### config.mk
export PLATFORM = sky130hd
export DESIGN_NAME = first_fit_wait_queue_flat
export DESIGN_NICKNAME = d
export VERILOG_FILES = /design/src/ffwq_pkg.sv /design/src/ffwq_if.sv /design/src/ffwq_store.sv /design/src/first_fit_wait_queue.sv /design/src/flat_wrapper.sv
export SDC_FILE = /design/constraint.sdc
export NUM_CORES = 2
export LEC_CHECK = 0
export ABC_AREA = 1
export ABC_CLOCK_PERIOD_IN_PS = 9530
export BUFFER_PORTS_ARGS = -buffer_cell sky130_fd_sc_hd__clkbuf_2
export CAP_MARGIN = 20
export CORE_MARGIN = 1.5
export CORE_UTILIZATION = 40
export CTS_BUF_LIST = sky130_fd_sc_hd__clkbuf_4 sky130_fd_sc_hd__clkbuf_8
export CTS_CLUSTER_DIAMETER = 80
export CTS_CLUSTER_SIZE = 28
export DETAILED_ROUTE_END_ITERATION = 16
export GPL_TIMING_DRIVEN = 0
export RECOVER_POWER = 50
export SYNTH_ARGS = -nofsm -noshare
export SYNTH_HDL_FRONTEND = slang
export SYNTH_SLANG_ARGS = --single-unit
### constraint.sdc
create_clock -name clk -period 9.53 [get_ports clk]
set_clock_uncertainty 0.05 [all_clocks]
set_input_delay 1.906 -clock clk [delete_from_list [all_inputs] [get_ports clk]]
set_output_delay 1.906 -clock clk [all_outputs]
set_load 0.05 [all_outputs]
### src/ffwq_pkg.sv
// ----------------------------------------------------------------------------
// First-fit wait queue package
// Shared widths, mode and status codes, and the stored entry type.
// ----------------------------------------------------------------------------
`default_nettype none

package ffwq_pkg;

    localparam int FFWQ_CAPACITY = 16;

    localparam int MODE_W     = 2;
    localparam int STATUS_W   = 3;
    localparam int SIZE_W     = 8;
    localparam int LOW_W      = 64;
    localparam int MID_W      = 64;
    localparam int HIGH_W     = 24;
    localparam int NAME_W     = LOW_W + MID_W + HIGH_W;
    localparam int NAME_BYTES = NAME_W / 8;

    localparam logic [MODE_W-1:0] MODE_ADD    = 2'd0;
    localparam logic [MODE_W-1:0] MODE_REMOVE = 2'd1;
    localparam logic [MODE_W-1:0] MODE_LIST   = 2'd2;
    localparam logic [MODE_W-1:0] MODE_NONE   = 2'd3;

    typedef enum logic [STATUS_W-1:0] {
        ST_ADDED   = 3'd0,
        ST_DUP     = 3'd1,
        ST_FULL    = 3'd2,
        ST_REMOVED = 3'd3,
        ST_NOFIT   = 3'd4,
        ST_EMPTY   = 3'd5,
        ST_ENTRY   = 3'd6
    } status_t;

    typedef struct packed {
        logic [HIGH_W-1:0] name_high;
        logic [MID_W-1:0]  name_mid;
        logic [LOW_W-1:0]  name_low;
        logic [SIZE_W-1:0] size;
    } entry_t;

endpackage

`default_nettype wire

### src/ffwq_if.sv
// ----------------------------------------------------------------------------
// First-fit wait queue channels
// Request and response channels with valid/ready transfer handshakes.
// ----------------------------------------------------------------------------
`default_nettype none

interface ffwq_req_if import ffwq_pkg::*; ();
    logic              valid;
    logic              ready;
    logic [MODE_W-1:0] mode;
    logic [LOW_W-1:0]  name_low;
    logic [MID_W-1:0]  name_mid;
    logic [HIGH_W-1:0] name_high;
    logic [SIZE_W-1:0] party_size;
    logic [SIZE_W-1:0] free_size;

    modport source (output valid, mode, name_low, name_mid, name_high, party_size,
                    free_size, input ready);
    modport sink (input valid, mode, name_low, name_mid, name_high, party_size,
                  free_size, output ready);
endinterface

interface ffwq_rsp_if import ffwq_pkg::*; ();
    logic                valid;
    logic                ready;
    logic [STATUS_W-1:0] status;
    logic [LOW_W-1:0]    out_name_low;
    logic [MID_W-1:0]    out_name_mid;
    logic [HIGH_W-1:0]   out_name_high;
    logic [SIZE_W-1:0]   out_size;
    logic                last;

    modport source (output valid, status, out_name_low, out_name_mid, out_name_high,
                    out_size, last, input ready);
    modport sink (input valid, status, out_name_low, out_name_mid, out_name_high,
                  out_size, last, output ready);
endinterface

`default_nettype wire

### src/ffwq_store.sv
// ----------------------------------------------------------------------------
// First-fit wait queue entry store
// Entry memory with one write port and one registered, enabled read port.
// ----------------------------------------------------------------------------
`default_nettype none

module ffwq_store import ffwq_pkg::*; #(
    parameter int DEPTH = FFWQ_CAPACITY,
    parameter int IDX_W = (DEPTH > 1) ? $clog2(DEPTH) : 1
) (
    input  logic             clk,
    input  logic             wr_en,
    input  logic [IDX_W-1:0] wr_addr,
    input  entry_t           wr_data,
    input  logic             rd_en,
    input  logic [IDX_W-1:0] rd_addr,
    output entry_t           rd_data
);

    entry_t mem [DEPTH];
    entry_t rd_data_reg;

    always_ff @(posedge clk)
    begin
        if (wr_en)
        begin
            mem[wr_addr] <= wr_data;
        end
        if (rd_en)
        begin
            rd_data_reg <= mem[rd_addr];
        end
    end

    assign rd_data = rd_data_reg;

endmodule

`default_nettype wire

### src/first_fit_wait_queue.sv
// ----------------------------------------------------------------------------
// First-fit wait queue
// Ordered queue of named requests with add, first-fit remove and list.
// ----------------------------------------------------------------------------
// The request channel carries a mode, a 19-byte name and two sizes; the
// response channel carries a status, an entry and a last flag. Both use
// valid/ready, and a transfer happens when both are high.
// Add checks every held entry for an equal name, one entry per cycle, then
// appends if the queue has room. Remove walks the entries oldest first at
// one per cycle until one fits, then closes the gap by moving each later
// entry down, one per cycle. List emits one response per held entry, one
// per cycle while the receiver takes them.
// This pace is set by the single read port of the entry memory, which every
// walk goes through. A new request is taken only when the previous one has
// finished; its last response may still wait in the output register.
// Unused mode 3 is taken and gives no response.
// When the receiver stalls, the walk holds at the next response to emit.
// Reset empties the queue at once; the entry memory itself is not cleared.
// ----------------------------------------------------------------------------
`default_nettype none

module first_fit_wait_queue import ffwq_pkg::*; #(
    parameter int CAPACITY = FFWQ_CAPACITY
) (
    input  logic  clk,
    input  logic  rst_n,
    ffwq_req_if.sink   req,
    ffwq_rsp_if.source rsp
);

    localparam int CNT_W = $clog2(CAPACITY + 1);
    localparam int IDX_W = (CAPACITY > 1) ? $clog2(CAPACITY) : 1;

    typedef enum logic [1:0] {
        S_IDLE,
        S_SCAN,
        S_SHIFT
    } state_t;

    state_t            state_reg, state_next;
    logic [MODE_W-1:0] mode_reg, mode_next;
    entry_t            key_reg, key_next;
    logic [SIZE_W-1:0] limit_reg, limit_next;
    logic [CNT_W-1:0]  count_reg, count_next;
    logic [CNT_W-1:0]  idx_reg, idx_next;
    logic              pend_reg, pend_next;
    logic [IDX_W-1:0]  hit_reg, hit_next;
    logic [IDX_W-1:0]  wr_idx_reg, wr_idx_next;

    logic              out_valid_reg, out_valid_next;
    status_t           out_status_reg, out_status_next;
    entry_t            out_entry_reg, out_entry_next;
    logic              out_last_reg, out_last_next;

    logic              st_wr_en;
    logic [IDX_W-1:0]  st_wr_addr;
    entry_t            st_wr_data;
    logic              st_rd_en;
    entry_t            st_rd_data;

    logic              out_free;
    logic              out_load;
    logic              issue;
    logic              name_eq;
    logic              size_fit;
    logic              scan_hit;
    logic              scan_done;
    logic              advance;
    logic [NAME_W-1:0] norm;

    function automatic logic [NAME_W-1:0] norm_name(input logic [NAME_W-1:0] raw);
        logic [NAME_W-1:0] res;
        logic              ended;
        res   = raw;
        ended = 1'b0;
        for (int k = 0; k < NAME_BYTES; k++)
        begin
            if (ended)
            begin
                res[8*k +: 8] = 8'h00;
            end
            else if (raw[8*k +: 8] == 8'h00)
            begin
                ended = 1'b1;
            end
        end
        return res;
    endfunction

    ffwq_store #(
        .DEPTH (CAPACITY),
        .IDX_W (IDX_W)
    ) u_store (
        .clk     (clk),
        .wr_en   (st_wr_en),
        .wr_addr (st_wr_addr),
        .wr_data (st_wr_data),
        .rd_en   (st_rd_en),
        .rd_addr (idx_reg[IDX_W-1:0]),
        .rd_data (st_rd_data)
    );

    assign norm      = norm_name({req.name_high, req.name_mid, req.name_low});
    assign out_free  = !out_valid_reg || rsp.ready;
    assign issue     = (idx_reg < count_reg);
    assign name_eq   = (st_rd_data.name_low == key_reg.name_low) &&
                       (st_rd_data.name_mid == key_reg.name_mid) &&
                       (st_rd_data.name_high == key_reg.name_high);
    assign size_fit  = (st_rd_data.size <= limit_reg);
    assign scan_hit  = pend_reg && (((mode_reg == MODE_ADD) && name_eq) ||
                                    ((mode_reg == MODE_REMOVE) && size_fit) ||
                                    (mode_reg == MODE_LIST));
    assign scan_done = !pend_reg && !issue;
    assign advance   = !((scan_hit || scan_done) && !out_free);

    always_comb
    begin
        state_next      = state_reg;
        mode_next       = mode_reg;
        key_next        = key_reg;
        limit_next      = limit_reg;
        count_next      = count_reg;
        idx_next        = idx_reg;
        pend_next       = pend_reg;
        hit_next        = hit_reg;
        wr_idx_next     = wr_idx_reg;
        out_valid_next  = out_valid_reg && !rsp.ready;
        out_status_next = out_status_reg;
        out_entry_next  = out_entry_reg;
        out_last_next   = out_last_reg;
        out_load        = 1'b0;
        st_wr_en        = 1'b0;
        st_wr_addr      = wr_idx_reg;
        st_wr_data      = st_rd_data;
        st_rd_en        = 1'b0;

        unique case (state_reg)
            S_IDLE:
            begin
                if (req.valid && (req.mode != MODE_NONE))
                begin
                    state_next         = S_SCAN;
                    mode_next          = req.mode;
                    key_next.name_low  = norm[LOW_W-1:0];
                    key_next.name_mid  = norm[LOW_W +: MID_W];
                    key_next.name_high = norm[LOW_W + MID_W +: HIGH_W];
                    key_next.size      = req.party_size;
                    limit_next         = req.free_size;
                    idx_next           = '0;
                    pend_next          = 1'b0;
                end
            end

            S_SCAN:
            begin
                if (advance)
                begin
                    if (issue)
                    begin
                        st_rd_en  = 1'b1;
                        idx_next  = idx_reg + CNT_W'(1);
                        pend_next = 1'b1;
                        hit_next  = idx_reg[IDX_W-1:0];
                    end
                    else
                    begin
                        pend_next = 1'b0;
                    end
                end

                if (scan_hit && out_free)
                begin
                    out_load       = 1'b1;
                    out_entry_next = st_rd_data;
                    out_last_next  = 1'b1;
                    case (mode_reg)
                        MODE_ADD:
                        begin
                            out_status_next = ST_DUP;
                            out_entry_next  = '0;
                            state_next      = S_IDLE;
                        end
                        MODE_REMOVE:
                        begin
                            out_status_next = ST_REMOVED;
                            wr_idx_next     = hit_reg;
                            state_next      = S_SHIFT;
                        end
                        default:
                        begin
                            out_status_next = ST_ENTRY;
                            out_last_next   = (CNT_W'(hit_reg) == count_reg - CNT_W'(1));
                            if (out_last_next)
                            begin
                                state_next = S_IDLE;
                            end
                        end
                    endcase
                end
                else if (scan_done && out_free)
                begin
                    state_next     = S_IDLE;
                    out_entry_next = '0;
                    out_last_next  = 1'b1;
                    case (mode_reg)
                        MODE_ADD:
                        begin
                            out_load = 1'b1;
                            if (count_reg >= CNT_W'(CAPACITY))
                            begin
                                out_status_next = ST_FULL;
                            end
                            else
                            begin
                                out_status_next = ST_ADDED;
                                st_wr_en        = 1'b1;
                                st_wr_addr      = count_reg[IDX_W-1:0];
                                st_wr_data      = key_reg;
                                count_next      = count_reg + CNT_W'(1);
                            end
                        end
                        MODE_REMOVE:
                        begin
                            out_load        = 1'b1;
                            out_status_next = (count_reg == '0) ? ST_EMPTY : ST_NOFIT;
                        end
                        default:
                        begin
                            out_load        = (count_reg == '0);
                            out_status_next = ST_EMPTY;
                        end
                    endcase
                end

                if (out_load)
                begin
                    out_valid_next = 1'b1;
                end
            end

            S_SHIFT:
            begin
                if (pend_reg)
                begin
                    st_wr_en    = 1'b1;
                    wr_idx_next = wr_idx_reg + IDX_W'(1);
                end
                if (issue)
                begin
                    st_rd_en  = 1'b1;
                    idx_next  = idx_reg + CNT_W'(1);
                    pend_next = 1'b1;
                end
                else
                begin
                    pend_next = 1'b0;
                end
                if (scan_done)
                begin
                    count_next = count_reg - CNT_W'(1);
                    state_next = S_IDLE;
                end
            end

            default:
            begin
                state_next = S_IDLE;
            end
        endcase
    end

    always_ff @(posedge clk or negedge rst_n)
    begin
        if (!rst_n)
        begin
            state_reg      <= S_IDLE;
            mode_reg       <= MODE_ADD;
            key_reg        <= '0;
            limit_reg      <= '0;
            count_reg      <= '0;
            idx_reg        <= '0;
            pend_reg       <= 1'b0;
            hit_reg        <= '0;
            wr_idx_reg     <= '0;
            out_valid_reg  <= 1'b0;
            out_status_reg <= ST_ADDED;
            out_entry_reg  <= '0;
            out_last_reg   <= 1'b0;
        end
        else
        begin
            state_reg      <= state_next;
            mode_reg       <= mode_next;
            key_reg        <= key_next;
            limit_reg      <= limit_next;
            count_reg      <= count_next;
            idx_reg        <= idx_next;
            pend_reg       <= pend_next;
            hit_reg        <= hit_next;
            wr_idx_reg     <= wr_idx_next;
            out_valid_reg  <= out_valid_next;
            out_status_reg <= out_status_next;
            out_entry_reg  <= out_entry_next;
            out_last_reg   <= out_last_next;
        end
    end

    assign req.ready         = (state_reg == S_IDLE);
    assign rsp.valid         = out_valid_reg;
    assign rsp.status        = out_status_reg;
    assign rsp.out_name_low  = out_entry_reg.name_low;
    assign rsp.out_name_mid  = out_entry_reg.name_mid;
    assign rsp.out_name_high = out_entry_reg.name_high;
    assign rsp.out_size      = out_entry_reg.size;
    assign rsp.last          = out_last_reg;

    a_count_bound: assert property (@(posedge clk) disable iff (!rst_n)
        count_reg <= CNT_W'(CAPACITY))
        else $error("entry count exceeds capacity");

    a_count_step: assert property (@(posedge clk) disable iff (!rst_n)
        1'b1 |=> (count_reg == $past(count_reg) ||
                  count_reg == $past(count_reg) + CNT_W'(1) ||
                  count_reg == $past(count_reg) - CNT_W'(1)))
        else $error("entry count moved by more than one");

    a_write_in_range: assert property (@(posedge clk) disable iff (!rst_n)
        st_wr_en |-> (CNT_W'(st_wr_addr) <= count_reg))
        else $error("store write beyond the held entries");

    a_no_response_in_shift: assert property (@(posedge clk) disable iff (!rst_n)
        (state_reg == S_SHIFT) |-> !out_load)
        else $error("response loaded while closing the gap");

endmodule

`default_nettype wire

### src/flat_wrapper.sv
// flat-port wrapper written by rule: the top's interface ports become plain ports
module first_fit_wait_queue_flat import ffwq_pkg::*;
#(
    parameter int CAPACITY = FFWQ_CAPACITY
)
  (clk, rst_n, req_valid, req_mode, req_name_low, req_name_mid, req_name_high, req_party_size, req_free_size, req_ready, rsp_valid, rsp_status, rsp_out_name_low, rsp_out_name_mid, rsp_out_name_high, rsp_out_size, rsp_last, rsp_ready);
  ffwq_req_if req_i ();
  ffwq_rsp_if rsp_i ();
  input  logic clk;
  input  logic rst_n;
  input wire logic [$bits(req_i.valid)-1:0] req_valid;
  input wire logic [$bits(req_i.mode)-1:0] req_mode;
  input wire logic [$bits(req_i.name_low)-1:0] req_name_low;
  input wire logic [$bits(req_i.name_mid)-1:0] req_name_mid;
  input wire logic [$bits(req_i.name_high)-1:0] req_name_high;
  input wire logic [$bits(req_i.party_size)-1:0] req_party_size;
  input wire logic [$bits(req_i.free_size)-1:0] req_free_size;
  output wire logic [$bits(req_i.ready)-1:0] req_ready;
  output wire logic [$bits(rsp_i.valid)-1:0] rsp_valid;
  output wire logic [$bits(rsp_i.status)-1:0] rsp_status;
  output wire logic [$bits(rsp_i.out_name_low)-1:0] rsp_out_name_low;
  output wire logic [$bits(rsp_i.out_name_mid)-1:0] rsp_out_name_mid;
  output wire logic [$bits(rsp_i.out_name_high)-1:0] rsp_out_name_high;
  output wire logic [$bits(rsp_i.out_size)-1:0] rsp_out_size;
  output wire logic [$bits(rsp_i.last)-1:0] rsp_last;
  input wire logic [$bits(rsp_i.ready)-1:0] rsp_ready;
  assign req_i.valid = req_valid;
  assign req_i.mode = req_mode;
  assign req_i.name_low = req_name_low;
  assign req_i.name_mid = req_name_mid;
  assign req_i.name_high = req_name_high;
  assign req_i.party_size = req_party_size;
  assign req_i.free_size = req_free_size;
  assign req_ready = req_i.ready;
  assign rsp_valid = rsp_i.valid;
  assign rsp_status = rsp_i.status;
  assign rsp_out_name_low = rsp_i.out_name_low;
  assign rsp_out_name_mid = rsp_i.out_name_mid;
  assign rsp_out_name_high = rsp_i.out_name_high;
  assign rsp_out_size = rsp_i.out_size;
  assign rsp_last = rsp_i.last;
  assign rsp_i.ready = rsp_ready;
  first_fit_wait_queue #(.CAPACITY(CAPACITY)) u_core (.clk(clk), .rst_n(rst_n), .req(req_i), .rsp(rsp_i));
endmodule
==> run summary <==
Outcome: finished, violations left
Failing checks: capacitance limit, slew limit
Yosys Warn Count: 0
Placed cell count: 14,200
Initial antenna violation count: 30
Clk buf depth: 4
CTS sink cnt: 3,076
Placed inst area: 133,000 um^2
Area growth, synth to finish: 11.2%
Crit share post-route: 0.805
Leak: 44.6 nW
Simple logic cell fraction of the synthesized area: 0.101
Seq cells post-synth: 3,076
Start point of the critical path: req_name_low[0]
Mapped cell area: 121,000 um^2
Vias per inst: 5.77
Max Cap Violations: 31
Clk Latency, worst-skew pair: 1.06 ns
Largest family of logic cells by synthesized area: compound AO/OA/AOI/OAI gates
Worst-margin pin slew: 5.97 ns
ANT nets after route: 0
DR pass1 iterations: 9
Number of flip-flops under the largest register name: 2,560
First-pass GRT wire length: 560,000 um
Synth Area in Adders: 0.00216
Placer congestion estimate: 0.879
Chip height: 554 um
Multiplexer share of the synthesized area: 0
XOR/XNOR Fraction of Synth Area: 0.00498
Pin count of the biggest net entering global routing: 97
Max Fclk: 0.130 GHz
CTS buffer count: 154
Final Non-Filler Cells: 14,500
Port Buffer Count: 339
CP required: 10.41 ns
Hold Vio Cnt, Final: 0
Worst EP arrival: 8.56 ns
CP Max Fanout: 10
Commonest non-fill, non-tap cell in the layout: edfxtp_1
Vias: 83,800
Vias in the first global route: 79,700
Starting Density: 0.401
CTS resizes: 0
R2r setup slk: 2.24 ns
Most frequent cells in the layout: 2,720 x edfxtp_1, 1,739 x o21ai_0, 1,372 x nor2_1
Worst setup path endpoint: u_core.key_reg[145]
Per-cell routed wire length: 27.2 um
CTS tree: built
Synth unique cells: 44
Register area share after synthesis: 0.746
Setup bufs post-CTS: 0
Number of DRC markers in iteration 0: 12,400
Grt ovf: 0
Nets: 10,600
Setup-failing EPs final: 0
Clock Root Buffer: clkbuf_8
Slew headroom: -2.98
Min Tclk post-route: 7.68 ns
Total GRT Usage: 0.250
Post-synth EDFFs: 2,720
# fillers: 27,400
RSZ-0062 raised after global routing: no
RR Startpoint: u_core.u_store.rd_data[71]
Die area: 307,000 um^2
Row cnt: 202
Ys flop type: edfxtp_1
Die W: 554 um
Critical path capture point type: flip-flop
Core area: 302,000 um^2
Syn Area/Cell: 12.6 um^2
Hold Crit Class: reg2reg
Post-Route WL: 395,000 um
Hpwl dp: 280,000 um
IO Count: 340
Drc violations: 0
Hold Buf Count CTS: 0
Worst R2R Path Depth: 18
Worst VDD drop: 0.158 mV
WS Path Type: in2reg
Post-Synthesis Cells: 9,608
Clock slew at reported path FFs: 0.13 ns
Max-slew violations: 558
Synth Area in Compound Gates: 0.116
Pwr Density: 267 nW/um^2
Final instance area: 135,000 um^2
Layout cells sized above 1: 0.0649
H-tree levels: 4
Final Power: 36.1 mW
Worst reg2reg endpoint: u_core.u_store.rd_data[79]
Startpoint class of the critical path: input port
Async S/R FF share, synth: 0.116
Syn nets: 9,803
worst max-delay path, stage by stage:
cell	delay, ns
clkbuf_2	0.12
inv_1	0.05
nand2_2	0.06
nor2_2	0.05
nand2_4	0.12
nand3_4	0.13
nor2_1	0.96
nand4_1	1.20
nor2_1	1.16
nand4_1	0.58
nor2_1	0.64
nand4_1	0.63
nor2_8	0.44
nand2_1	0.22
o21ai_0	0.22
worst min path at each step:
stage	end	startpoint	cells after the start	slack, ns
after floorplan	u_core.key_reg[0]	u_core.key_reg[0]	2	0.39
after global placement	u_core.rsp.out_name_low[11]	u_core.rsp.out_name_low[11]	2	0.42
after detailed placement	u_core.rsp.out_name_low[57]	u_core.rsp.out_name_low[57]	2	0.42
after CTS	u_core.rsp.out_name_low[57]	u_core.rsp.out_name_low[57]	2	0.45
after global routing	u_core.rsp.out_name_low[5]	u_core.rsp.out_name_low[5]	2	0.48
final	u_core.rsp.out_name_low[57]	u_core.rsp.out_name_low[57]	2	0.45
metal layers:
metal,track usage,wire [um]
met1,0.347,160000
met2,0.387,178000
met3,0.0505,40300
met4,0.0930,16400
met5,0.00219,203
cells by family after synthesis:
family | count (synthesis)
flip-flops | 3076
AO/OA/AOI/OAI | 2487
XOR/XNOR | 69
adder cells (fa/ha/maj) | 21
buffers and inverters | 956
AND/OR/NAND/NOR | 2999
metrics by stage:
step / worst slack (ns) / util / hold slack [ns] / setup TNS [ns]
floorplan: -0.755 / - / 0.392 / -1832.78
global placement: -8.54 / 0.424 / 0.420 / -
detailed placement: 3.29 / 0.439 / 0.423 / 0
CTS: 3.28 / 0.450 / 0.455 / 0
global route: 1.68 / 0.446 / 0.479 / 0
finish: 1.85 / 0.446 / 0.449 / 0
synthesized netlist by cell type (2+ instances only):
cell,instances,area (um^2)
o221ai_1,253,2220
a21oi_1,18,90.1
clkbuf_1,577,2170
nand2_2,2,12.5
o22ai_1,387,2420
dfrtp_1,356,8910
nand3_1,399,2000
nand2_4,2,22.5
o211ai_1,69,518
o21ai_1,3,15.0
buf_2,16,80.1
nor4_1,25,156
nor2_1,1375,5160
nand4_1,64,400
nand4_4,3,63.8
nor2_8,3,60.1
ha_1,21,263
or2_0,2,12.5
xnor2_1,43,377
edfxtp_1,2720,81700
buf_1,31,116
nor3_1,15,75.1
inv_1,327,1230
nand2_1,1095,4110
o21ai_0,1747,8740
o31ai_1,6,45.0
nor3b_2,2,25.0
nor2_4,2,22.5
xor2_1,26,228
inv_2,2,7.51
or2_2,3,18.8
nand3b_1,2,15.0
cell type report:
cell class	count	area, um^2	share of cell area
multi-input combinational	5576	27100	0.201
clock buffer	197	2470	0.0183
tap	3978	4980	0.0369
buffer	626	2420	0.0180
sequential	3076	90600	0.671
antenna	20	50.0	0.000371
timing repair buffer	655	5280	0.0391
inverter	330	1240	0.00918
clock inverter	65	798	0.00592
power breakdown:
part | internal, mW | total (mW) | leakage, nW | switching, mW
Sequential | 17.1 | 17.7 | 29.1 | 0.676
Clock | 1.99 | 6.26 | 1.69 | 4.27
Combinational | 2.70 | 12.1 | 13.8 | 9.40
Total | 21.7 | 36.1 | 44.6 | 14.3
No activity file was read; power rests on OpenSTA's default activity.
